File: config.mk
export PLATFORM = sky130hd
export DESIGN_NAME = multitap_key_to_char_core_flat
export DESIGN_NICKNAME = d
export VERILOG_FILES = /design/src/mtk_pkg.sv /design/src/mtk_if.sv /design/src/mtk_tap_ctrl.sv /design/src/multitap_key_to_char_core.sv /design/src/flat_wrapper.sv
export VERILOG_INCLUDE_DIRS = /design/src /design/src/src
export SDC_FILE = /design/constraint.sdc
export NUM_CORES = 1
export LEC_CHECK = 0
export BUFFER_PORTS_ARGS = -buffer_cell sky130_fd_sc_hd__buf_4
export CORE_UTILIZATION = 59
export DETAILED_ROUTE_END_ITERATION = 10
export GPL_TIMING_DRIVEN = 0
export PLACE_DENSITY_LB_ADDON = 0.1
export SLEW_MARGIN = 30
export SYNTH_ARGS = -nofsm -noshare
export SYNTH_HDL_FRONTEND = slang
export SYNTH_SLANG_ARGS = --single-unit
File: constraint.sdc
create_clock -name clock -period 3.6 [get_ports clock]
set_clock_uncertainty 0.2 [all_clocks]
set_input_delay 0.54 -clock clock [delete_from_list [all_inputs] [get_ports clock]]
set_output_delay 0.54 -clock clock [all_outputs]
set_load 0.01 [all_outputs]
File: src/multitap_key_to_char_core_macros.svh
// Assertion macros shared by the multi-tap text entry RTL.
// Included by modules that carry concurrent assertions; no other dependencies.
`ifndef MULTITAP_KEY_TO_CHAR_CORE_MACROS_SVH
`define MULTITAP_KEY_TO_CHAR_CORE_MACROS_SVH
`ifndef SYNTH
`define MTK_ASSERT(label, clk, rst, prop, msg) \
   label: assert property (@(posedge clk) disable iff (rst) prop) else $error(msg);
`define MTK_ASSERT_ALWAYS(label, clk, prop, msg) \
   label: assert property (@(posedge clk) prop) else $error(msg);
`else
`define MTK_ASSERT(label, clk, rst, prop, msg)
`define MTK_ASSERT_ALWAYS(label, clk, prop, msg)
`endif
`endif

File: src/mtk_pkg.sv
// Package for the multi-tap text entry block: constants, character table and types.
// No dependencies.
`default_nettype none
package mtk_pkg;
   localparam int unsigned TAPS_PER_KEY = 10;
   localparam int unsigned TAP_W = 4;
   localparam int unsigned TABLE_COLS = 10;

   localparam logic MODE_TICK = 1'b0;
   localparam logic MODE_KEY = 1'b1;

   localparam logic [7:0] KEY_BASE = 8'd48;
   localparam logic [7:0] BACKSPACE = 8'd8;
   localparam logic [7:0] FALLBACK_CHAR = 8'h30;
   localparam logic [7:0] DIGIT_LO = 8'h30;
   localparam logic [7:0] DIGIT_HI = 8'h39;
   localparam logic [7:0] TIMEOUT_RESET = 8'd3;
   localparam logic [7:0] TICKS_MAX = 8'd255;

   localparam logic [7:0] CHAR_TABLE [TABLE_COLS][TABLE_COLS] = '{
      '{8'd48, 8'd61, 8'd123, 8'd124, 8'd125, 8'd126, 8'd252, 8'd253, 8'd254, 8'd255},
      '{8'd97, 8'd98, 8'd99, 8'd49, 8'd65, 8'd66, 8'd67, 8'd33, 8'd34, 8'd62},
      '{8'd100, 8'd101, 8'd102, 8'd50, 8'd68, 8'd69, 8'd70, 8'd35, 8'd36, 8'd63},
      '{8'd103, 8'd104, 8'd105, 8'd51, 8'd71, 8'd72, 8'd73, 8'd37, 8'd38, 8'd64},
      '{8'd106, 8'd107, 8'd108, 8'd52, 8'd74, 8'd75, 8'd76, 8'd39, 8'd40, 8'd91},
      '{8'd109, 8'd110, 8'd111, 8'd53, 8'd77, 8'd78, 8'd79, 8'd41, 8'd42, 8'd92},
      '{8'd112, 8'd113, 8'd114, 8'd54, 8'd80, 8'd81, 8'd82, 8'd43, 8'd44, 8'd93},
      '{8'd115, 8'd116, 8'd117, 8'd55, 8'd83, 8'd84, 8'd85, 8'd45, 8'd46, 8'd94},
      '{8'd118, 8'd119, 8'd120, 8'd56, 8'd86, 8'd87, 8'd88, 8'd47, 8'd58, 8'd95},
      '{8'd121, 8'd122, 8'd169, 8'd57, 8'd89, 8'd90, 8'd229, 8'd59, 8'd60, 8'd96}
   };

   typedef struct packed {
      logic has_bs;
      logic [7:0] ch;
   } mtk_result_type;

   function automatic logic [7:0] lookup_char(input logic [7:0] key_char,
                                              input logic [TAP_W-1:0] tap);
      logic [7:0] offset;
      offset = key_char - DIGIT_LO;
      if (key_char < DIGIT_LO || key_char > DIGIT_HI) begin
         return FALLBACK_CHAR;
      end
      if (32'(tap) >= TABLE_COLS) begin
         return FALLBACK_CHAR;
      end
      return CHAR_TABLE[offset[3:0]][tap];
   endfunction
endpackage
`default_nettype wire

File: src/mtk_if.sv
// Valid/ready channel interfaces for the multi-tap text entry block.
// Depends on nothing; the top level uses all three.
`default_nettype none
interface mtk_req_if;
   logic valid;
   logic ready;
   logic mode;
   logic [7:0] key_code;
   modport source (output valid, output mode, output key_code, input ready);
   modport sink (input valid, input mode, input key_code, output ready);
endinterface

interface mtk_rsp_if;
   logic valid;
   logic ready;
   logic [7:0] out_char;
   logic last;
   modport source (output valid, output out_char, output last, input ready);
   modport sink (input valid, input out_char, input last, output ready);
endinterface

interface mtk_csr_if;
   logic valid;
   logic ready;
   logic [7:0] data;
   modport source (output valid, output data, input ready);
   modport sink (input valid, input data, output ready);
endinterface
`default_nettype wire

File: src/mtk_tap_ctrl.sv
// Tap state tracker: elapsed tick counter, previous key and tap index.
// Depends on mtk_pkg for constants, the character table and the result type.
`default_nettype none
module mtk_tap_ctrl (
   input  wire logic                   clock,
   input  wire logic                   reset,
   input  wire logic                   load,
   input  wire logic                   mode,
   input  wire logic [7:0]             key_code,
   input  wire logic [7:0]             repeat_timeout,
   output mtk_pkg::mtk_result_type     result
);
   logic [7:0] elapsed_ff, elapsed_in;
   logic [7:0] prev_key_ff, prev_key_in;
   logic [mtk_pkg::TAP_W-1:0] tap_ff, tap_in;
   logic [7:0] key_char;
   logic is_repeat;
   logic [mtk_pkg::TAP_W:0] tap_inc;
   logic [mtk_pkg::TAP_W-1:0] tap_next;

   assign key_char = key_code + mtk_pkg::KEY_BASE;
   assign is_repeat = (elapsed_ff <= repeat_timeout) && (key_char == prev_key_ff);
   assign tap_inc = {1'b0, tap_ff} + {{mtk_pkg::TAP_W{1'b0}}, 1'b1};

   always_comb begin
      if (!is_repeat) begin
         tap_next = '0;
      end else if (tap_inc >= (mtk_pkg::TAP_W + 1)'(mtk_pkg::TAPS_PER_KEY)) begin
         tap_next = '0;
      end else begin
         tap_next = tap_inc[mtk_pkg::TAP_W-1:0];
      end
   end

   assign result.has_bs = is_repeat;
   assign result.ch = mtk_pkg::lookup_char(key_char, tap_next);

   always_comb begin
      elapsed_in = elapsed_ff;
      prev_key_in = prev_key_ff;
      tap_in = tap_ff;
      if (load) begin
         if (mode == mtk_pkg::MODE_TICK) begin
            if (elapsed_ff != mtk_pkg::TICKS_MAX) begin
               elapsed_in = elapsed_ff + 8'd1;
            end
         end else begin
            elapsed_in = '0;
            prev_key_in = key_char;
            tap_in = tap_next;
         end
      end
   end

   always_ff @(posedge clock) begin
      if (reset) begin
         elapsed_ff <= '0;
         prev_key_ff <= '0;
         tap_ff <= '0;
      end else begin
         elapsed_ff <= elapsed_in;
         prev_key_ff <= prev_key_in;
         tap_ff <= tap_in;
      end
   end
endmodule
`default_nettype wire

File: src/multitap_key_to_char_core.sv
// Multi-tap keypad to character converter, top level.
// A key item waits in the pending register; its results then go to the response register.
// Throughput: ticks and one-result keys go one per cycle while the output is not stalled;
// a repeat tap's backspace and character leave one per cycle; new items wait for the backspace.
// Reset (synchronous, active high) clears all tap state and sets the timeout to 3.
// Depends on mtk_pkg, the channel interfaces, mtk_tap_ctrl and the assertion macros.
`default_nettype none
`include "multitap_key_to_char_core_macros.svh"
module multitap_key_to_char_core (
   input  wire logic    clock,
   input  wire logic    reset,
   mtk_req_if.sink      req_chan,
   mtk_rsp_if.source    rsp_chan,
   mtk_csr_if.sink      csr_chan
);
   logic [7:0] timeout_ff, timeout_in;
   logic pend_valid_ff, pend_valid_in;
   logic pend_bs_ff, pend_bs_in;
   logic [7:0] pend_char_ff, pend_char_in;
   logic rsp_valid_ff, rsp_valid_in;
   logic [7:0] rsp_char_ff, rsp_char_in;
   logic rsp_last_ff, rsp_last_in;
   logic accept;
   logic key_accept;
   logic out_free;
   mtk_pkg::mtk_result_type result;

   assign csr_chan.ready = 1'b1;
   assign req_chan.ready = !pend_valid_ff || (out_free && !pend_bs_ff);
   assign accept = req_chan.valid && req_chan.ready;
   assign key_accept = accept && (req_chan.mode == mtk_pkg::MODE_KEY);
   assign out_free = !rsp_valid_ff || rsp_chan.ready;

   assign rsp_chan.valid = rsp_valid_ff;
   assign rsp_chan.out_char = rsp_char_ff;
   assign rsp_chan.last = rsp_last_ff;

   mtk_tap_ctrl u_tap_ctrl (
      .clock          (clock),
      .reset          (reset),
      .load           (accept),
      .mode           (req_chan.mode),
      .key_code       (req_chan.key_code),
      .repeat_timeout (timeout_ff),
      .result         (result)
   );

   assign timeout_in = (csr_chan.valid && csr_chan.ready) ? csr_chan.data : timeout_ff;

   always_comb begin
      pend_valid_in = pend_valid_ff;
      pend_bs_in = pend_bs_ff;
      pend_char_in = pend_char_ff;
      rsp_valid_in = rsp_valid_ff;
      rsp_char_in = rsp_char_ff;
      rsp_last_in = rsp_last_ff;
      if (out_free) begin
         rsp_valid_in = 1'b0;
         if (pend_valid_ff) begin
            rsp_valid_in = 1'b1;
            if (pend_bs_ff) begin
               rsp_char_in = mtk_pkg::BACKSPACE;
               rsp_last_in = 1'b0;
               pend_bs_in = 1'b0;
            end else begin
               rsp_char_in = pend_char_ff;
               rsp_last_in = 1'b1;
               pend_valid_in = 1'b0;
            end
         end
      end
      if (key_accept) begin
         pend_valid_in = 1'b1;
         pend_bs_in = result.has_bs;
         pend_char_in = result.ch;
      end
   end

   always_ff @(posedge clock) begin
      if (reset) begin
         timeout_ff <= mtk_pkg::TIMEOUT_RESET;
         pend_valid_ff <= 1'b0;
         rsp_valid_ff <= 1'b0;
      end else begin
         timeout_ff <= timeout_in;
         pend_valid_ff <= pend_valid_in;
         rsp_valid_ff <= rsp_valid_in;
      end
   end

   always_ff @(posedge clock) begin
      pend_bs_ff <= pend_bs_in;
      pend_char_ff <= pend_char_in;
      rsp_char_ff <= rsp_char_in;
      rsp_last_ff <= rsp_last_in;
   end

   `MTK_ASSERT(a_mid_is_backspace, clock, reset, (rsp_valid_ff && !rsp_last_ff) |-> (rsp_char_ff == mtk_pkg::BACKSPACE), "Non-final result is not a backspace.")
   `MTK_ASSERT(a_char_follows_bs, clock, reset, (rsp_valid_ff && !rsp_last_ff && rsp_chan.ready) |=> (rsp_valid_ff && rsp_last_ff), "Character did not follow its backspace.")
   `MTK_ASSERT(a_key_goes_pending, clock, reset, key_accept |=> pend_valid_ff, "Accepted key item was not captured.")
   `MTK_ASSERT(a_tick_no_result, clock, reset, (accept && !key_accept) |=> (pend_valid_ff == 1'b0), "Tick item produced a result.")
endmodule
`default_nettype wire
File: src/flat_wrapper.sv
// flat-port wrapper written by rule: the top's interface ports become plain ports
module multitap_key_to_char_core_flat 
  (clock, reset, req_chan_valid, req_chan_mode, req_chan_key_code, req_chan_ready, rsp_chan_valid, rsp_chan_out_char, rsp_chan_last, rsp_chan_ready, csr_chan_valid, csr_chan_data, csr_chan_ready);
  mtk_req_if req_chan_i ();
  mtk_rsp_if rsp_chan_i ();
  mtk_csr_if csr_chan_i ();
  input  wire logic clock;
  input  wire logic reset;
  input wire logic [$bits(req_chan_i.valid)-1:0] req_chan_valid;
  input wire logic [$bits(req_chan_i.mode)-1:0] req_chan_mode;
  input wire logic [$bits(req_chan_i.key_code)-1:0] req_chan_key_code;
  output wire logic [$bits(req_chan_i.ready)-1:0] req_chan_ready;
  output wire logic [$bits(rsp_chan_i.valid)-1:0] rsp_chan_valid;
  output wire logic [$bits(rsp_chan_i.out_char)-1:0] rsp_chan_out_char;
  output wire logic [$bits(rsp_chan_i.last)-1:0] rsp_chan_last;
  input wire logic [$bits(rsp_chan_i.ready)-1:0] rsp_chan_ready;
  input wire logic [$bits(csr_chan_i.valid)-1:0] csr_chan_valid;
  input wire logic [$bits(csr_chan_i.data)-1:0] csr_chan_data;
  output wire logic [$bits(csr_chan_i.ready)-1:0] csr_chan_ready;
  assign req_chan_i.valid = req_chan_valid;
  assign req_chan_i.mode = req_chan_mode;
  assign req_chan_i.key_code = req_chan_key_code;
  assign req_chan_ready = req_chan_i.ready;
  assign rsp_chan_valid = rsp_chan_i.valid;
  assign rsp_chan_out_char = rsp_chan_i.out_char;
  assign rsp_chan_last = rsp_chan_i.last;
  assign rsp_chan_i.ready = rsp_chan_ready;
  assign csr_chan_i.valid = csr_chan_valid;
  assign csr_chan_i.data = csr_chan_data;
  assign csr_chan_ready = csr_chan_i.ready;
  multitap_key_to_char_core u_core (.clock(clock), .reset(reset), .req_chan(req_chan_i), .rsp_chan(rsp_chan_i), .csr_chan(csr_chan_i));
endmodule
==> results.md, run 1 <==
- Outcome: finished, final reports clean
- Syn Nets: 420
- Netlist cell types: 64
- Share of layout cells above drive strength 1: 13.9%
- Fin area: 0.00357 mm^2
- H-Tree Depth: 2
- Skew-Pair Late Insertion Delay: 0.31 ns
- Setup crit end kind: flop
- Routed vias: 2923
- Crit Path Class: flop to flop
- Worst hold start: req_chan_key_code[4]
- Finish-stage setup viols: 0
- Post-route setup slack: 0.454 ns
- Root buf cell: clkbuf_8
- PD cells: 309 mW/mm^2
- Hold Fails Final Rpt: 0
- Via/cell ratio: 6.01
- Slew headroom: 38.1%
- DP Wirelength: 5.91 mm
- Seq cells post-synth: 48
- Synth-to-Final Area Change: 12.0%
- Layout net count: 455
- I/O pin count: 34
- Non-filler instance count after layout: 486
- Synth async-reset ratio: 0%
- # hold bufs at CTS: 0
- Syn Std Cell Area: 0.00318 mm^2
- Crit start category: flop
- Die height: 75.5 um
- Die width: 75.5 um
- Total congestion overflow: 0
- RSZ-0062 raised after global routing: false
- Top delay family on crit path: compound AO/OA/AOI/OAI gates
- First-pass GRT wire length: 12.6 mm
- Max cap viols: 0
- Crit path buf inv count: 2
- Core Region: 0.00514 mm^2
- Diode count: 0
- Final slew viol count: 0
- Main synth FF type: dfxtp_1
- Average cell area after synthesis: 8.38 um^2
- Beginning of the critical path: u_core.u_tap_ctrl.tap_ff[1]
- # DRC: 0
- WL/cell: 16.1 um
- Post-CTS resize count: 0
- CTS tree: built
- Vias in the first global route: 2589
- CTS max path bufs: 2
- Fillers: 466
- Crit path DAT: 3.01 ns
- Clock Sinks: 48
- Full die area: 0.00569 mm^2
- GR Util All Layers: 29.5%
- Maximum vdd drop: 0.000178 V
- Crit share post-route: 87.4%
- Synth warn: 0
- Post-synth EDFFs: 18
- Gate Count Post-Synth: 380
- Post-route ant nets: 0
- Crit Reg-Reg Startpoint: u_core.u_tap_ctrl.tap_ff[1]
- Slew @ Worst Pin: 0.929 ns
- Largest net degree at the start of global routing: 18
- Critical path cell sequence: inv_1 -> ha_1 -> and2b_1 -> nand2_1 -> a21oi_1 -> buf_2 -> o211ai_4 -> a2111oi_0 -> nor3_1 -> o31a_1
- WL final: 7.81 mm
- I/O Buffers: 28
- CTS buffer count: 5
- Iter 0 DRT Violations: 251
- Core Rows: 26
- Critical Path Max Stage Delay: 0.52 ns
- TritonRoute pass-1 iters: 5
- Initial Util: 61.9%
- Crit path max fanout: 10
- Slowest-stage cell, CP: a2111oi_0
- Register area share after synthesis: 35.8%
- Final min period: 3.15 ns
- Pleak: 1.42 nW
- Placement Setup Slack: 0.271 ns
- Gpl congestion: 0.942
- Initial antenna violation count: 0
- Fmax: 0.318 GHz
- Setup Fix Bufs, Post-CTS: 0
- Critical Path RT: 3.46 ns
- # placed instances: 478
- Clock slew at reported path FFs: 0.10 ns
- Fin Setup TNS: 0 ns
- Post-Place Cell Area: 0.00348 mm^2
- Hold Crit Class: primary input to flop
-- power breakdown --
part / internal [mW] / switching (mW) / leakage (nW)
combinational: 0.0762 / 0.111 / 0.966
clock: 0.136 / 0.185 / 0.0428
sequential: 0.583 / 0.0104 / 0.412
-- final cells by class --
class                   count  area (um^2)  area share (%)
inverters                  22         82.6            2.32
clock inverters             2         12.5           0.351
plain buffers              23          111            3.12
well taps                  70         87.6            2.46
repair buffers             28          210            5.89
clock buffers               6         72.6            2.04
multi-input cells         287         1850            51.8
flip-flops and latches     48         1140            32.0
-- Yosys cell counts (5+ instances only) --
cell type	count	area share (%)
a31oi_1	5	0.98
nor2_1	39	4.6
inv_1	22	2.6
o21ai_0	15	2.4
xnor2_1	8	2.2
o211ai_1	5	1.2
xor2_1	7	1.9
a211oi_1	5	1.2
a21oi_1	36	5.7
edfxtp_1	18	17
buf_2	5	0.79
ha_1	18	7.1
nor3_1	12	1.9
nand2_1	37	4.4
dfxtp_1	30	19
buf_4	5	1.2
clkbuf_1	13	1.5
nor2b_1	14	2.8
mux2i_1	10	3.1
nand3_1	11	1.7
-- path summary, 6_finish.rpt --
| check | endpoint | slack, ns | cells past startpoint |
|---|---|---|---|
| max reg2reg | u_core.pend_char_ff[1] | 0.45 | 10 |
| max | u_core.pend_char_ff[1] | 0.45 | 10 |
| min reg2reg | u_core.u_tap_ctrl.prev_key_ff[3] | 0.27 | 2 |
| min | u_core.u_tap_ctrl.prev_key_ff[4] | 0.24 | 2 |
-- metal layers --
layer | share of wire, % | vias to the layer above | global-route usage [%]
met5 | 0 | - | 0
met4 | 1.5 | 0 | 8.64
met3 | 6.7 | 11 | 4.89
met2 | 45 | 125 | 44.9
met1 | 47 | 1366 | 42.9
li1 | - | 1421 | -
-- logic make-up after synthesis --
| logic type | count (synthesis) | share of synthesized area, % |
|---|---|---|
| xor+xnor | 17 | 5.35 |
| compound gates | 101 | 21.0 |
| mux | 11 | 3.50 |
| fa+ha+maj | 18 | 7.08 |
| other cells | 1 | 0.118 |
| simple gates | 139 | 21.0 |
| buf+inv | 45 | 6.09 |
| flops | 48 | 35.8 |
-- cells in the final DEF, fill, tap and decap left out, types with 3 or more instances in the layout --
cell type   n
nor4_1      3
edfxtp_1   18
nand2_1    37
xor2_1      7
dfxtp_1    30
inv_1      22
buf_4      33
ha_1       18
clkbuf_8    5
nand3_1    11
xnor2_1     8
nor2b_1    14
o21ai_1     3
o21ai_0    15
a211oi_1    5
nor2_1     39
a31oi_1     5
nor3_1     12
mux2i_1    10
o211ai_1    5
clkbuf_1   14
o31ai_1     3
or2_2       3
and2_1      3
buf_2       5
nand4_1     3
a21oi_1    36
and3_1      3
-- per-stage QoR --
stage	utilization, %	power [mW]	hold slack (ns)
after detailed placement	67.7	0.789	0.262
final	69.4	1.10	0.241
after global routing	69.4	1.14	0.247
after global placement	67.7	0.784	0.254
after floorplan	-	0.729	0.246
after CTS	69.4	1.10	0.243
-- flip-flops by register name, summed over array words and instances, names as in the netlist --
| register | cells |
|---|---|
| u_core.pend_valid_ff | 1 |
| u_core.u_tap_ctrl.tap_ff | 4 |
| u_core.timeout_ff | 8 |
| u_core.rsp_chan.out_char | 8 |
| u_core.u_tap_ctrl.elapsed_ff | 8 |
| u_core.rsp_chan.valid | 1 |
| u_core.rsp_chan.last | 1 |
| u_core.u_tap_ctrl.prev_key_ff | 8 |
| u_core.pend_char_ff | 8 |
| u_core.pend_bs_ff | 1 |
Note: power is estimated with default switching activity, not from simulation.
==> run 2, diff against run 1 <==
--- a/config.mk
+++ b/config.mk
@@ -6,7 +6,9 @@
 export SDC_FILE = /design/constraint.sdc
 export NUM_CORES = 1
 export LEC_CHECK = 0
+export ABC_AREA = 1
 export BUFFER_PORTS_ARGS = -buffer_cell sky130_fd_sc_hd__buf_4
+export CAP_MARGIN = 5
 export CORE_UTILIZATION = 59
 export DETAILED_ROUTE_END_ITERATION = 10
 export GPL_TIMING_DRIVEN = 0
==> results.md, run 2 <==
- Outcome: finished, final reports clean
- Final min period: 2.95 ns
- Gpl congestion: 0.944
- Switching part of the total: 28.1%
- Commonest cells after routing, fill and taps aside: nand2_1, inv_1, nor2_1, nand3_1, buf_4
- Synth-to-Final Area Change: 12.6%
- Area share of the largest cell type after synthesis: 18.1%
- Crit start category: flop
- Crit Path Class: flop to flop
- Finish-stage setup viols: 0
- Crit Reg-Reg Startpoint: u_core.timeout_ff[7]
- CTS buffer count: 5
- Reg-to-Reg End: u_core.pend_char_ff[0]
- H-Tree Depth: 2
- Main synth FF type: dfxtp_1
- Via/cell ratio: 5.34
- I/O Buffers: 31
- DP Wirelength: 5.86 mm
- R2R depth: 15
- Max cap viols: 0
- Netlist cell types: 39
- # hold bufs at CTS: 0
- Gate power share: 17.7%
- Average cell area after synthesis: 6.81 um^2
- CTS tree: built
- RSZ-0062 raised after global routing: false
- PD cells: 303 mW/mm^2
- WHS: 0.226 ns
- Synth warn: 0
- Syn Nets: 527
- Crit path DAT: 2.88 ns
- Fin Setup TNS: 0 ns
- Die height: 77.0 um
- Final slew viol count: 0
- Synth cell count leaders: nand2_1, inv_1, nor2_1
- Register area share after synthesis: 34.4%
- Pleak: 1.83 nW
- Seq cells post-synth: 48
- Synth area leaders: dfxtp_1, edfxtp_1, nand2_1
- Critical Path RT: 3.53 ns
- Crit path max fanout: 10
- Full die area: 0.00593 mm^2
- Clock Sinks: 48
- Skew-Pair Late Insertion Delay: 0.31 ns
- TritonRoute pass-1 iters: 4
- I/O pin count: 34
- Vias in the first global route: 3020
- Count leader, synth: nand2_1
- Total congestion overflow: 0
- Initial Util: 62.9%
- Setup Fix Bufs, Post-CTS: 0
- # DRC: 0
- Post-CTS resize count: 0
- Clock slew at reported path FFs: 0.10 ns
- Post-route ant nets: 0
- Core Region: 0.00527 mm^2
- Setup crit end kind: flop
- CTS max path bufs: 2
- Slew headroom: 48.8%
- Maximum vdd drop: 0.000179 V
- WL/cell: 12.7 um
- Syn Std Cell Area: 0.00332 mm^2
- Largest net degree at the start of global routing: 16
- Share of layout cells above drive strength 1: 12.7%
- Root buf cell: clkbuf_8
- Switch Pwr: 0.318 mW
- Part of the power in registers: 52.4%
- GR Util All Layers: 27.6%
- Slew @ Worst Pin: 0.766 ns
- Diode count: 0
- R2R Setup Slk: 0.65 ns
- GR Util met3: 4.17%
- Internal power: 0.814 mW
- Initial antenna violation count: 0
- WL final: 7.54 mm
- Area leader, netlist: dfxtp_1
- Most Crowded Layer GR: met2
- Commonest non-fill, non-tap cell in the layout: nand2_1
- Beginning of the critical path: u_core.timeout_ff[7]
- Gate Count Post-Synth: 487
- Fmax: 0.339 GHz
- Iter 0 DRT Violations: 181
- Layout net count: 565
- Core Rows: 26
- Routed vias: 3185
- Crit share post-route: 82.0%
- GR Layer Usage met2: 49.6%
- Post-synth EDFFs: 18
- Clock share of power: 29.9%
- Hold Crit Class: primary input to flop
- Critical Path Sink: u_core.pend_char_ff[0]
- Die width: 77.0 um
- First-pass GRT wire length: 13.2 mm
- GR Util met1: 33.6%
- Hold Fails Final Rpt: 0
- Synth async-reset ratio: 0%
-- run 2: cell count changes in the layout (fill, tap and decap cells not counted), moves of 6 or more --
cell,before,now
nand2_1,37,112
inv_1,22,84
nand3_1,11,36
nor2_1,39,60
nor2b_1,14,0
nor3_1,12,1
mux2i_1,10,0
o21ai_0,15,24
clkbuf_1,14,6
o22ai_1,2,10
nand4_1,3,9
xnor2_1,8,2
-- run 2: how the worst min path moves through the flow --
stage | start | endpoint | cells after the start
floorplan | u_core.timeout_ff[0] | u_core.timeout_ff[0] | 2
finish | reset | u_core.u_tap_ctrl.elapsed_ff[0] | 2
detailed placement | u_core.timeout_ff[3] | u_core.timeout_ff[3] | 2
global route | reset | u_core.u_tap_ctrl.elapsed_ff[0] | 2
CTS | reset | u_core.u_tap_ctrl.elapsed_ff[0] | 2
global placement | u_core.timeout_ff[6] | u_core.timeout_ff[6] | 2
-- run 2: logic make-up (layout without fill, tap and decap cells) --
family          count (synthesis)  after routing  synth area share, %
compound gates                 79             79                 13.4
fa+ha+maj                      18             18                 6.79
xor+xnor                        6              6                 1.58
flops                          48             48                 34.4
other cells                     1              1                0.113
buf+inv                       102            141                 12.4
simple gates                  233            233                 31.2
-- run 2: worst max-delay path: stages, from the launching register on --
cell and delay (ns):
dfxtp_1 0.32, inv_1 0.05, ha_1 0.29, nand2_1 0.07, nor2_1 0.17, nand3_1 0.14, o21ai_2 0.46, nand3_4 0.18
buf_6 0.18, ha_1 0.26, inv_1 0.04, a21oi_1 0.13, nand2_1 0.07, nand2_1 0.05, nand2_1 0.05, a21oi_1 0.14
-- run 2: area by class of cell --
class                      count  area [um^2]
multi-input combinational    337         1760
fill                         458         1540
sequential                    48         1140
inverter                      90          339
timing repair buffer          31          233
tap                           70         87.6
clock buffer                   6         82.6
buffer                        12         73.8
clock inverter                 2         13.8
-- run 2: layer usage --
| layer | share of wire, % | vias to the layer above |
|---|---|---|
| met4 | 1.6 | 0 |
| met5 | 0 | - |
| li1 | - | 1639 |
| met1 | 44 | 1430 |
| met3 | 5.5 | 11 |
| met2 | 49 | 105 |
-- run 2: stage by stage --
step	cell area [um^2]	std cells	power [mW]	setup slack (ns)	utilization (%)
global placement	3640	588	0.798	0.517	69.0
floorplan	3320	487	0.741	0.818	-
finish	3730	596	1.13	0.648	70.8
detailed placement	3640	588	0.804	0.482	69.0
CTS	3730	596	1.14	0.652	70.8
global route	3730	596	1.20	0.333	70.8
-- run 2: power by group through the flow --
stage / logic, mW / registers [mW] / clock network, mW
3_3_place_gp: 0.193 / 0.605 / 0
2_1_floorplan: 0.134 / 0.606 / 0
3_5_place_dp: 0.198 / 0.606 / 0
6_report: 0.200 / 0.593 / 0.339
5_1_grt: 0.230 / 0.596 / 0.373
4_1_cts: 0.199 / 0.593 / 0.349
